### src/design/ffst_pkg.sv
// shared types, codes and constants for the free-list slot table
package ffst_pkg;

   localparam int FFL_ENTRIES     = 1024;
   localparam int FFL_TYPE_BITS   = 4;

   localparam int SLOT_FIELD_BITS = 10;
   localparam int HANDLE_BITS     = 17;
   localparam int OFFSET_BITS     = 16;
   localparam int TYPE_FIELD_BITS = 4;
   localparam int TYPE_EXT_BITS   = 16;
   localparam int RANGE_BITS      = 18;
   localparam int CSR_INDEX_BITS  = 1;
   localparam int CSR_DATA_BITS   = 16;

   typedef enum logic [1:0] {
      OP_ALLOC   = 2'd0,
      OP_RELEASE = 2'd1,
      OP_CLOSE   = 2'd2,
      OP_LOOKUP  = 2'd3
   } op_code_type;

   typedef enum logic [2:0] {
      STATUS_OK         = 3'd0,
      STATUS_FULL       = 3'd1,
      STATUS_BAD_HANDLE = 3'd2,
      STATUS_NOT_SOCKET = 3'd3,
      STATUS_WRONG_TYPE = 3'd4
   } status_code_type;

   typedef enum logic [CSR_INDEX_BITS-1:0] {
      CSR_HANDLE_OFFSET = 1'b0,
      CSR_SOCKET_TYPE   = 1'b1
   } csr_index_type;

   typedef struct packed {
      op_code_type                operation;
      logic [HANDLE_BITS-1:0]     handle_number;
      logic [SLOT_FIELD_BITS-1:0] slot_index;
      logic [TYPE_FIELD_BITS-1:0] object_type;
   } req_type;

   typedef struct packed {
      status_code_type            status;
      logic [SLOT_FIELD_BITS-1:0] result_slot;
   } rsp_type;

   typedef struct packed {
      logic clear_en;
      logic accept;
      logic commit;
   } ctrl_cmd_type;

   typedef struct packed {
      logic clear_last;
   } ctrl_status_type;

endpackage

### src/design/ffst_ctrl.sv
// controller: clearing pass, request accept and response handshake
module ffst_ctrl
   import ffst_pkg::*;
(
   input  logic            clock,
   input  logic            reset,
   input  logic            req_valid,
   output logic            req_ready,
   output logic            rsp_valid,
   input  logic            rsp_ready,
   input  ctrl_status_type stat,
   output ctrl_cmd_type    cmd
);

   typedef enum logic [2:0] {
      ST_CLEAR = 3'b001,
      ST_IDLE  = 3'b010,
      ST_EXEC  = 3'b100
   } state_type;

   state_type state_ff, state_in;
   logic      rsp_valid_ff, rsp_valid_in;

   always_comb begin
      cmd.clear_en = (state_ff == ST_CLEAR);
      cmd.accept   = (state_ff == ST_IDLE) && req_valid;
      cmd.commit   = (state_ff == ST_EXEC) && (!rsp_valid_ff || rsp_ready);
   end

   always_comb begin
      state_in = state_ff;
      unique case (state_ff)
         ST_CLEAR: begin
            if (stat.clear_last) state_in = ST_IDLE;
         end
         ST_IDLE: begin
            if (req_valid) state_in = ST_EXEC;
         end
         ST_EXEC: begin
            if (cmd.commit) state_in = ST_IDLE;
         end
         default: state_in = ST_CLEAR;
      endcase
   end

   always_comb begin
      if (cmd.commit) begin
         rsp_valid_in = 1'b1;
      end else if (rsp_ready) begin
         rsp_valid_in = 1'b0;
      end else begin
         rsp_valid_in = rsp_valid_ff;
      end
   end

   always_ff @(posedge clock) begin
      if (reset) begin
         state_ff     <= ST_CLEAR;
         rsp_valid_ff <= 1'b0;
      end else begin
         state_ff     <= state_in;
         rsp_valid_ff <= rsp_valid_in;
      end
   end

   assign req_ready = (state_ff == ST_IDLE);
   assign rsp_valid = rsp_valid_ff;

endmodule

### config.mk
export PLATFORM = sky130hd
export DESIGN_NAME = ffst_ctrl
export DESIGN_NICKNAME = d
export VERILOG_FILES = /design/src/design/ffst_pkg.sv /design/src/design/ffst_ctrl.sv
export SDC_FILE = /design/constraint.sdc
export NUM_CORES = 1
export LEC_CHECK = 0
export ABC_AREA = 1
export BUFFER_PORTS_ARGS = -buffer_cell sky130_fd_sc_hd__buf_2
export CAP_MARGIN = 20
export CELL_PAD_IN_SITES_DETAIL_PLACEMENT = 0
export CELL_PAD_IN_SITES_GLOBAL_PLACEMENT = 2
export CORE_AREA = 5 5 42 44
export DETAILED_ROUTE_END_ITERATION = 10
export DIE_AREA = 0 0 47 49
export GPL_TIMING_DRIVEN = 0
export PLACE_DENSITY_LB_ADDON = 0.2
export REMOVE_ABC_BUFFERS = 1
export SETUP_SLACK_MARGIN = 0.02
export SYNTH_ARGS = -nofsm -noshare
export SYNTH_HDL_FRONTEND = slang
export SYNTH_SLANG_ARGS = --single-unit
### constraint.sdc
create_clock -name clock -period 1.65 [get_ports clock]
set_clock_uncertainty 0.1 [all_clocks]
set_input_delay 0.33 -clock clock [delete_from_list [all_inputs] [get_ports clock]]
set_output_delay 0.33 -clock clock [all_outputs]
set_load 0.05 [all_outputs]
==> reports/results.ini, run 1 <==
[pwr]
leakagePower_nw=0.171
peakVddDrop_uv=257
power.density_nw_per_um2=1090

[cts]
post_cts_buffers=0
clock_path_buffers=2
clk_pin_slew_worst_paths_ns=0.04
clkSinkCount=4
cts_resized=0
worstSkewPairLatency_ns=0.23
cts_tree=yes
numCtsBuffers=3
cts-hold-fix-buffers=0
clockRootBuffer=clkbuf_4
cts.htree.levels=1

[die]
coreArea_um2=1400
chipHeight_um=49
dieWidth_um=47
num_rows=14
start_util=0.170
num_io_pins=10
die_area_um2=2300

[cells_and_area]
fill_cells=173
layout-drive-gt1-share=0.455
fin_nets=51
diodes=0
area_growth_pct=35.8

[critical_path]
crit_slowest_cell=dfxtp_1
crit_buf_inv=1
crit_chain=nor2_2 -> nand2_2 -> nor2_4 -> clkbuf_4
crit_fanout=5
end_kind=output pin
arrival_ns=1.13
slowest_delay_ns=0.34
start_kind=register
crit_required_ns=1.22
cp_top_family=flip-flops
crit_type=register to output pin

[synthesis]
netlist_instances=33
avgSynthCellArea_um2=7.20
ys_types=14
synth_area_um2=238
synth-edff-count=0
ys_seq_elements=4
ys_top_cells_by_area=dfxtp_1 (34%), inv_1 (11%), nand3_1 (11%)
post-synth-top-count-cell=inv_1
async_reset_ff_frac=0
synthTopCellsByCount=inv_1 (7), nand3_1 (5), dfxtp_1 (4), nor2_1 (4), nor2_2 (3)
synthFlopType=dfxtp_1
synth_top_area_frac=0.337
yosysWarnings=0
seq_area_frac_synth=0.337
yosysTopAreaCell=dfxtp_1

[drt]
wirelength_um=468
vias=231
vias_per_cell=3.85
drt_iter0_markers=0
drc=0
wl_per_cell_um=7.80
ant_nets=0
dr.pass1.iters=1

[sta]
holdWs_ns=0.190
period_needed_ns=1.56
setup_slack_ns=0.0927
min_period_over_period=0.944
drv_slew=0
timing.fmax_mhz=642
rsz0062_at_grt=yes
finalHoldViolations=0
slew_headroom=0.834
tns_ns=0
worstMarginPinSlew_ns=0.250
setup_viol=0

[global_route]
antenna_found_initial=0
top_usage_layer=met2
grt_pass1_wl_um=834
use_met2=0.0656
overflow=0
track_usage=0.0535
use_met1=0.0571
met3_usage=0.0332
first_global_vias=224
grt_max_degree=6

[place]
hpwl_um=420
place.gp.congestion=0.727
pre_cts_slack_ns=0.296
port_buffers=9

[status]
status=completed

[job]
drv_cap=0

[min_path]
hp-class=primary input to register

## metrics by stage
step                      cells  area [um^2]  power, mW  utilization
after global placement       57          295      0.237        0.211
after detailed placement     57          295      0.233        0.211
after CTS                    60          318      0.359        0.227
after floorplan              32          230      0.207            -
after global routing         60          323      0.375        0.230
final                        60          323      0.351        0.230
## kinds of logic (layout without fill, tap and decap cells)
| kind of cell | count (synthesis) | after routing | share of synthesized area |
|---|---|---|---|
| AND/OR/NAND/NOR | 19 | 19 | 0.484 |
| buffers and inverters | 9 | 20 | 0.158 |
| flip-flops | 4 | 4 | 0.337 |
| AO/OA/AOI/OAI | 1 | 1 | 0.0210 |
## where the power goes
part / switching (mW) / internal (mW) / total [mW]
clock: 0.0393 / 0.0813 / 0.121
sequential: 0.0115 / 0.108 / 0.119
combinational: 0.0779 / 0.0333 / 0.111
total: 0.129 / 0.223 / 0.351
## final timing paths
| kind | start | to | slack (ns) | cells after the start |
|---|---|---|---|---|
| max | state_ff[1] | cmd[0] | 0.09 | 4 |
| min | reset | rsp_valid | 0.19 | 2 |
| min reg2reg | state_ff[2] | state_ff[2] | 0.44 | 2 |
| max reg2reg | state_ff[1] | state_ff[1] | 0.65 | 4 |
## cells in the final DEF (no fill, tap or decap), drive strengths merged
cell / netlist / final
a21oi: 1 / 1
clkbuf: 0 / 5
buf: 1 / 7
dfxtp: 4 / 4
nand4: 1 / 1
nor2: 9 / 9
inv: 8 / 8
nand3: 6 / 6
nand3b: 1 / 1
nand2: 2 / 2
## final cells by class
type / count / area (um^2) / share of cell area
Timing Repair Buffer: 9 / 50.0 / 0.155
Multi-Input combinational cell: 20 / 120 / 0.372
Inverter: 8 / 30.0 / 0.0930
Clock buffer: 3 / 22.5 / 0.0698
Tap cell: 16 / 20.0 / 0.0620
Sequential cell: 4 / 80.1 / 0.248
## metal layers
metal | share of wire | routed length, um | up-vias
met1 | 0.40 | 188 | 94
met3 | 0.12 | 54 | 2
li1 | - | - | 127
met2 | 0.46 | 215 | 8
met4 | 0.019 | 9 | 0
met5 | 0 | 0 | -
## state kept, by name (all words and copies together), names as in the netlist
register,count
state_ff,3
rsp_valid,1
No activity file was read; power rests on OpenSTA's default activity.
==> inputs of run 2 (changes only) <==
clock period = 1.7 ns   (was 1.65 ns; I/O delays follow)
==> run 2 against run 1 <==
Register-to-register slack improved by 0.05 ns. Flip-flop and latch count unchanged. Cell count is the same. Sequential share of layout area rose by 0.19 points. Global-route usage unchanged. Clock-buffer cell count is the same. Total power shrank 3.1%. Combinational power down 4%. Clock power decreased by 3%. Cell area decreased by 0.78%. Non-clock buffer count did not move. Critical path depth did not move. Critical path type unchanged. Largest cell class unchanged. Largest power group unchanged. Highest routed layer unchanged.
==> reports/results.ini, run 2 (same netlist as run 1, synthesis figures left out) <==
[status]
status=completed

[die]
dieWidth_um=47  ; unchanged
coreArea_um2=1400  ; unchanged
chipHeight_um=49  ; unchanged
die_area_um2=2300  ; unchanged
start_util=0.170  ; unchanged
num_io_pins=10  ; unchanged
num_rows=14  ; unchanged

[critical_path]
crit_required_ns=1.26  ; +0.04 ns
start_kind=register
crit_fanout=5  ; unchanged
end_kind=output pin
arrival_ns=1.13  ; about the same
crit_type=register to output pin

[sta]
timing.fmax_mhz=638
tns_ns=0  ; unchanged
rsz0062_at_grt=no
period_needed_ns=1.57
finalHoldViolations=0  ; unchanged
min_period_over_period=0.922
drv_slew=0  ; unchanged
slew_headroom=0.834  ; unchanged
worstMarginPinSlew_ns=0.250  ; unchanged
setup_viol=0  ; unchanged

[place]
hpwl_um=420  ; unchanged
placed_cells_incl_taps=57  ; unchanged
place.gp.congestion=0.727  ; unchanged
port_buffers=9  ; unchanged

[pwr]
peakVddDrop_uv=249  ; -3.0%
power.internal_uw=216  ; -3.2%
power.density_nw_per_um2=1060  ; -2.3%
pwr-share-clk=0.344  ; about the same
swShare=0.367  ; +0.000485
seq_power_share=0.341  ; about the same
switchingPower_uw=125  ; -3.0%
p_comb_frac=0.315  ; -0.002
leakagePower_nw=0.171  ; +0.39%

[cts]
cts_tree=yes
post_cts_buffers=0  ; unchanged
clkSinkCount=4  ; unchanged
cts.htree.levels=1  ; unchanged
clockRootBuffer=clkbuf_4
numCtsBuffers=3  ; unchanged
clock_path_buffers=2  ; unchanged
clk_pin_slew_worst_paths_ns=0.04  ; about the same
worstSkewPairLatency_ns=0.23  ; about the same

[cells_and_area]
diodes=0  ; unchanged
layout-drive-gt1-share=0.455  ; unchanged
stdcell_count=60  ; unchanged
fill_cells=173  ; unchanged
layout_common_cells=buf_2 (8), inv_1 (7), nand3_1 (5)
final_common_cell=buf_2
top_register=state_ff
fin_nets=51  ; unchanged
largest_reg_flops=3  ; unchanged
area_growth_pct=34.7

[global_route]
overflow=0  ; unchanged
first_global_vias=224  ; unchanged
antenna_found_initial=0  ; unchanged
grt_pass1_wl_um=834  ; unchanged
grt_max_degree=6  ; unchanged
track_usage=0.0535  ; unchanged

[drt]
dr.pass1.iters=1  ; unchanged
drc=0  ; unchanged
ant_nets=0  ; unchanged
vias=231  ; unchanged
vias_per_cell=3.85  ; unchanged
drt_iter0_markers=0  ; unchanged
wirelength_um=469  ; +0.21%
wl_per_cell_um=7.82  ; +0.21%

[job]
drv_cap=0  ; unchanged

[min_path]
hp-class=primary input to register

run 2: final cells by class:
class                   instances  area (um^2)  area share
clock buffers                   3         22.5      0.0703
inverters                       8         30.0      0.0938
flip-flops and latches          4         80.1       0.250
well taps                      16         20.0      0.0625
multi-input cells              20          120       0.375
repair buffers                  9         47.5       0.148
run 2: path summary, 6_finish.rpt:
path | from | end | slack (ns) | cells past startpoint
min | reset | rsp_valid | 0.20 | 2
min reg2reg | state_ff[2] | state_ff[2] | 0.44 | 2
max reg2reg | state_ff[1] | state_ff[1] | 0.70 | 4
max | state_ff[1] | cmd[0] | 0.13 | 4
run 2: metrics by stage:
stage / hold WS (ns) / setup slack, ns / total power [mW] / util / cell area (um^2)
global route: 0.205 / 0.0476 / 0.363 / 0.229 / 320
floorplan: 0.307 / 0.260 / 0.201 / - / 230
CTS: 0.196 / 0.0783 / 0.348 / 0.227 / 318
finish: 0.200 / 0.133 / 0.340 / 0.229 / 320
global placement: 0.438 / 0.322 / 0.230 / 0.211 / 295
detailed placement: 0.444 / 0.336 / 0.226 / 0.211 / 295
run 2: metal layers:
metal / track usage / vias up / share of wire
met2: 0.0656 / 8 / 0.46
met3: 0.0332 / 2 / 0.12
met4: 0.0553 / 0 / 0.019
met1: 0.0571 / 94 / 0.40
met5: 0 / - / 0
li1: - / 127 / -
run 2: power groups by stage:
stage / Sequential [mW] / Combinational [mW] / Clock, mW
3_3_place_gp: 0.118 / 0.112 / 0
2_1_floorplan: 0.116 / 0.0849 / 0
5_1_grt: 0.119 / 0.117 / 0.128
6_report: 0.116 / 0.107 / 0.117
3_5_place_dp: 0.117 / 0.109 / 0
4_1_cts: 0.116 / 0.109 / 0.123
run 2: worst max-delay path, stage by stage, from the launching register on:
cell      delay (ns)
dfxtp_1         0.34
nor2_2          0.13
nand2_2         0.09
nor2_4          0.10
clkbuf_4        0.23
run 2: repair_timing:
item	in CTS	in global routing
hold buffers	0	0
resized for setup	0	1
endpoints found under the setup margin	0	1
endpoints found under the hold margin	0	0
==> inputs of run 3 (changes only) <==
PLACE_DENSITY_LB_ADDON = 0.1   (was 0.2)
==> run 3 against run 2 <==
Total power grew 1.5%. Clock-buffer cell count is the same. Critical path depth is the same. First-iteration DRC count grew 4. Core utilization is the same. Sequential power is essentially flat. Routed wire length grew 7.5%. Hold slack lost 0.0076 ns. Register-to-register slack is essentially flat. Critical path type unchanged.
==> reports/results.ini, run 3 (same netlist as run 1, synthesis figures left out) <==
[critical_path]
end_kind=output pin
start_kind=register
crit_required_ns=1.26  ; about the same
crit_slowest_cell=dfxtp_1
crit_chain=nor2_2 -> nand2_2 -> nor2_4 -> clkbuf_4
slowest_delay_ns=0.34  ; about the same
crit_type=register to output pin
crit_fanout=5  ; unchanged
arrival_ns=1.14  ; about the same

[status]
status=completed

[cells_and_area]
layout-drive-gt1-share=0.455  ; unchanged
layout_common_cells=buf_2 (8), inv_1 (7), nand3_1 (5)
largest_reg_flops=3  ; unchanged
fin_nets=51  ; unchanged
postLayoutCellArea_um2=320  ; unchanged
fill_cells=179  ; +3.5%
final_util=0.229  ; unchanged
diodes=0  ; unchanged
area_growth_pct=34.7  ; unchanged
final_common_cell=buf_2
top_register=state_ff

[die]
start_util=0.170  ; unchanged
num_rows=14  ; unchanged
chipHeight_um=49  ; unchanged
die_area_um2=2300  ; unchanged
coreArea_um2=1400  ; unchanged
num_io_pins=10  ; unchanged
dieWidth_um=47  ; unchanged

[drt]
drc=0  ; unchanged
dr.pass1.iters=4  ; +3
drt_iter0_markers=4  ; +4
vias=215  ; -6.9%
ant_nets=0  ; unchanged
vias_per_cell=3.58  ; -6.9%
wirelength_um=504  ; +7.5%
wl_per_cell_um=8.40  ; +7.5%

[cts]
clk_pin_slew_worst_paths_ns=0.04  ; about the same
clkSinkCount=4  ; unchanged
worstSkewPairLatency_ns=0.24  ; about the same
clockRootBuffer=clkbuf_4
cts_tree=yes
numCtsBuffers=3  ; unchanged
cts.htree.levels=1  ; unchanged
clock_path_buffers=2  ; unchanged
cts-hold-fix-buffers=0  ; unchanged

[sta]
holdWs_ns=0.192  ; -0.00764 ns
tns_ns=0  ; unchanged
period_needed_ns=1.58  ; +0.00775 ns
setup_slack_ns=0.125  ; -0.00775 ns
slew_headroom=0.833  ; -0.00127
min_period_over_period=0.927  ; +0.00456
finalHoldViolations=0  ; unchanged
drv_slew=0  ; unchanged
timing.fmax_mhz=635  ; -0.49%
rsz0062_at_grt=no
worstMarginPinSlew_ns=0.252  ; +0.00191 ns
setup_viol=0  ; unchanged

[place]
hpwl_um=436  ; +3.7%
placed_area_um2=295  ; unchanged
place.gp.congestion=0.712  ; -2.1%
pre_cts_slack_ns=0.337  ; +0.000859 ns
port_buffers=9  ; unchanged

[global_route]
first_global_vias=242  ; +8.0%
grt_pass1_wl_um=931  ; +12%
track_usage=0.0612  ; +0.00766
grt_max_degree=6  ; unchanged
overflow=0  ; unchanged
antenna_found_initial=0  ; unchanged

[min_path]
hp-class=primary input to register

[pwr]
power.density_nw_per_um2=1080  ; +1.5%
peakVddDrop_uv=325  ; +30%
leakagePower_nw=0.171  ; unchanged

[job]
drv_cap=0  ; unchanged

==> run 3: routing by layer <==
metal  up-vias  share of wire  track usage
li1        122              -            -
met1        85           0.43       0.0547
met2         6           0.48       0.0860
met3         2          0.060       0.0332
met4         0          0.034       0.0691
met5         -              0            0
==> run 3: repair_timing <==
action	4_1_cts	5_1_grt
setup buffers	0	0
endpoints found under the setup margin	0	1
resized for setup	0	1
==> run 3: where the power goes <==
group / total [mW] / switching [mW] / leakage [nW] / internal, mW
sequential: 0.116 / 0.0112 / 0.0328 / 0.105
combinational: 0.107 / 0.0755 / 0.125 / 0.0318
clock: 0.122 / 0.0429 / 0.0138 / 0.0792
total: 0.345 / 0.130 / 0.171 / 0.216
==> run 3: path summary, 6_finish.rpt <==
check / from / to / slack, ns / cells past startpoint
worst min register to register: state_ff[2] / state_ff[2] / 0.46 / 2
worst min-delay path: reset / rsp_valid / 0.19 / 2
worst max-delay path: state_ff[1] / cmd[0] / 0.12 / 4
worst max register to register: state_ff[1] / state_ff[1] / 0.70 / 4
==> run 3: area by class of cell <==
| cell class | instances | area [um^2] | share of cell area |
|---|---|---|---|
| multi-input combinational | 20 | 120 | 0.375 |
| sequential | 4 | 80.1 | 0.250 |
| timing repair buffer | 9 | 47.5 | 0.148 |
| inverter | 8 | 30.0 | 0.0938 |
| clock buffer | 3 | 22.5 | 0.0703 |
| tap | 16 | 20.0 | 0.0625 |
==> run 3: per-stage QoR <==
stage | total power, mW | cells
6_report | 0.345 | 60
5_1_grt | 0.374 | 60
4_1_cts | 0.354 | 60
3_5_place_dp | 0.227 | 57
3_3_place_gp | 0.229 | 57
2_1_floorplan | 0.201 | 32
==> run 3: critical path: cells and delay by family, from the launching register on <==
kind                   cells  cell delay, ns
and+or+nand+nor            3            0.31
DFF                        1            0.34
buffers and inverters      1            0.23
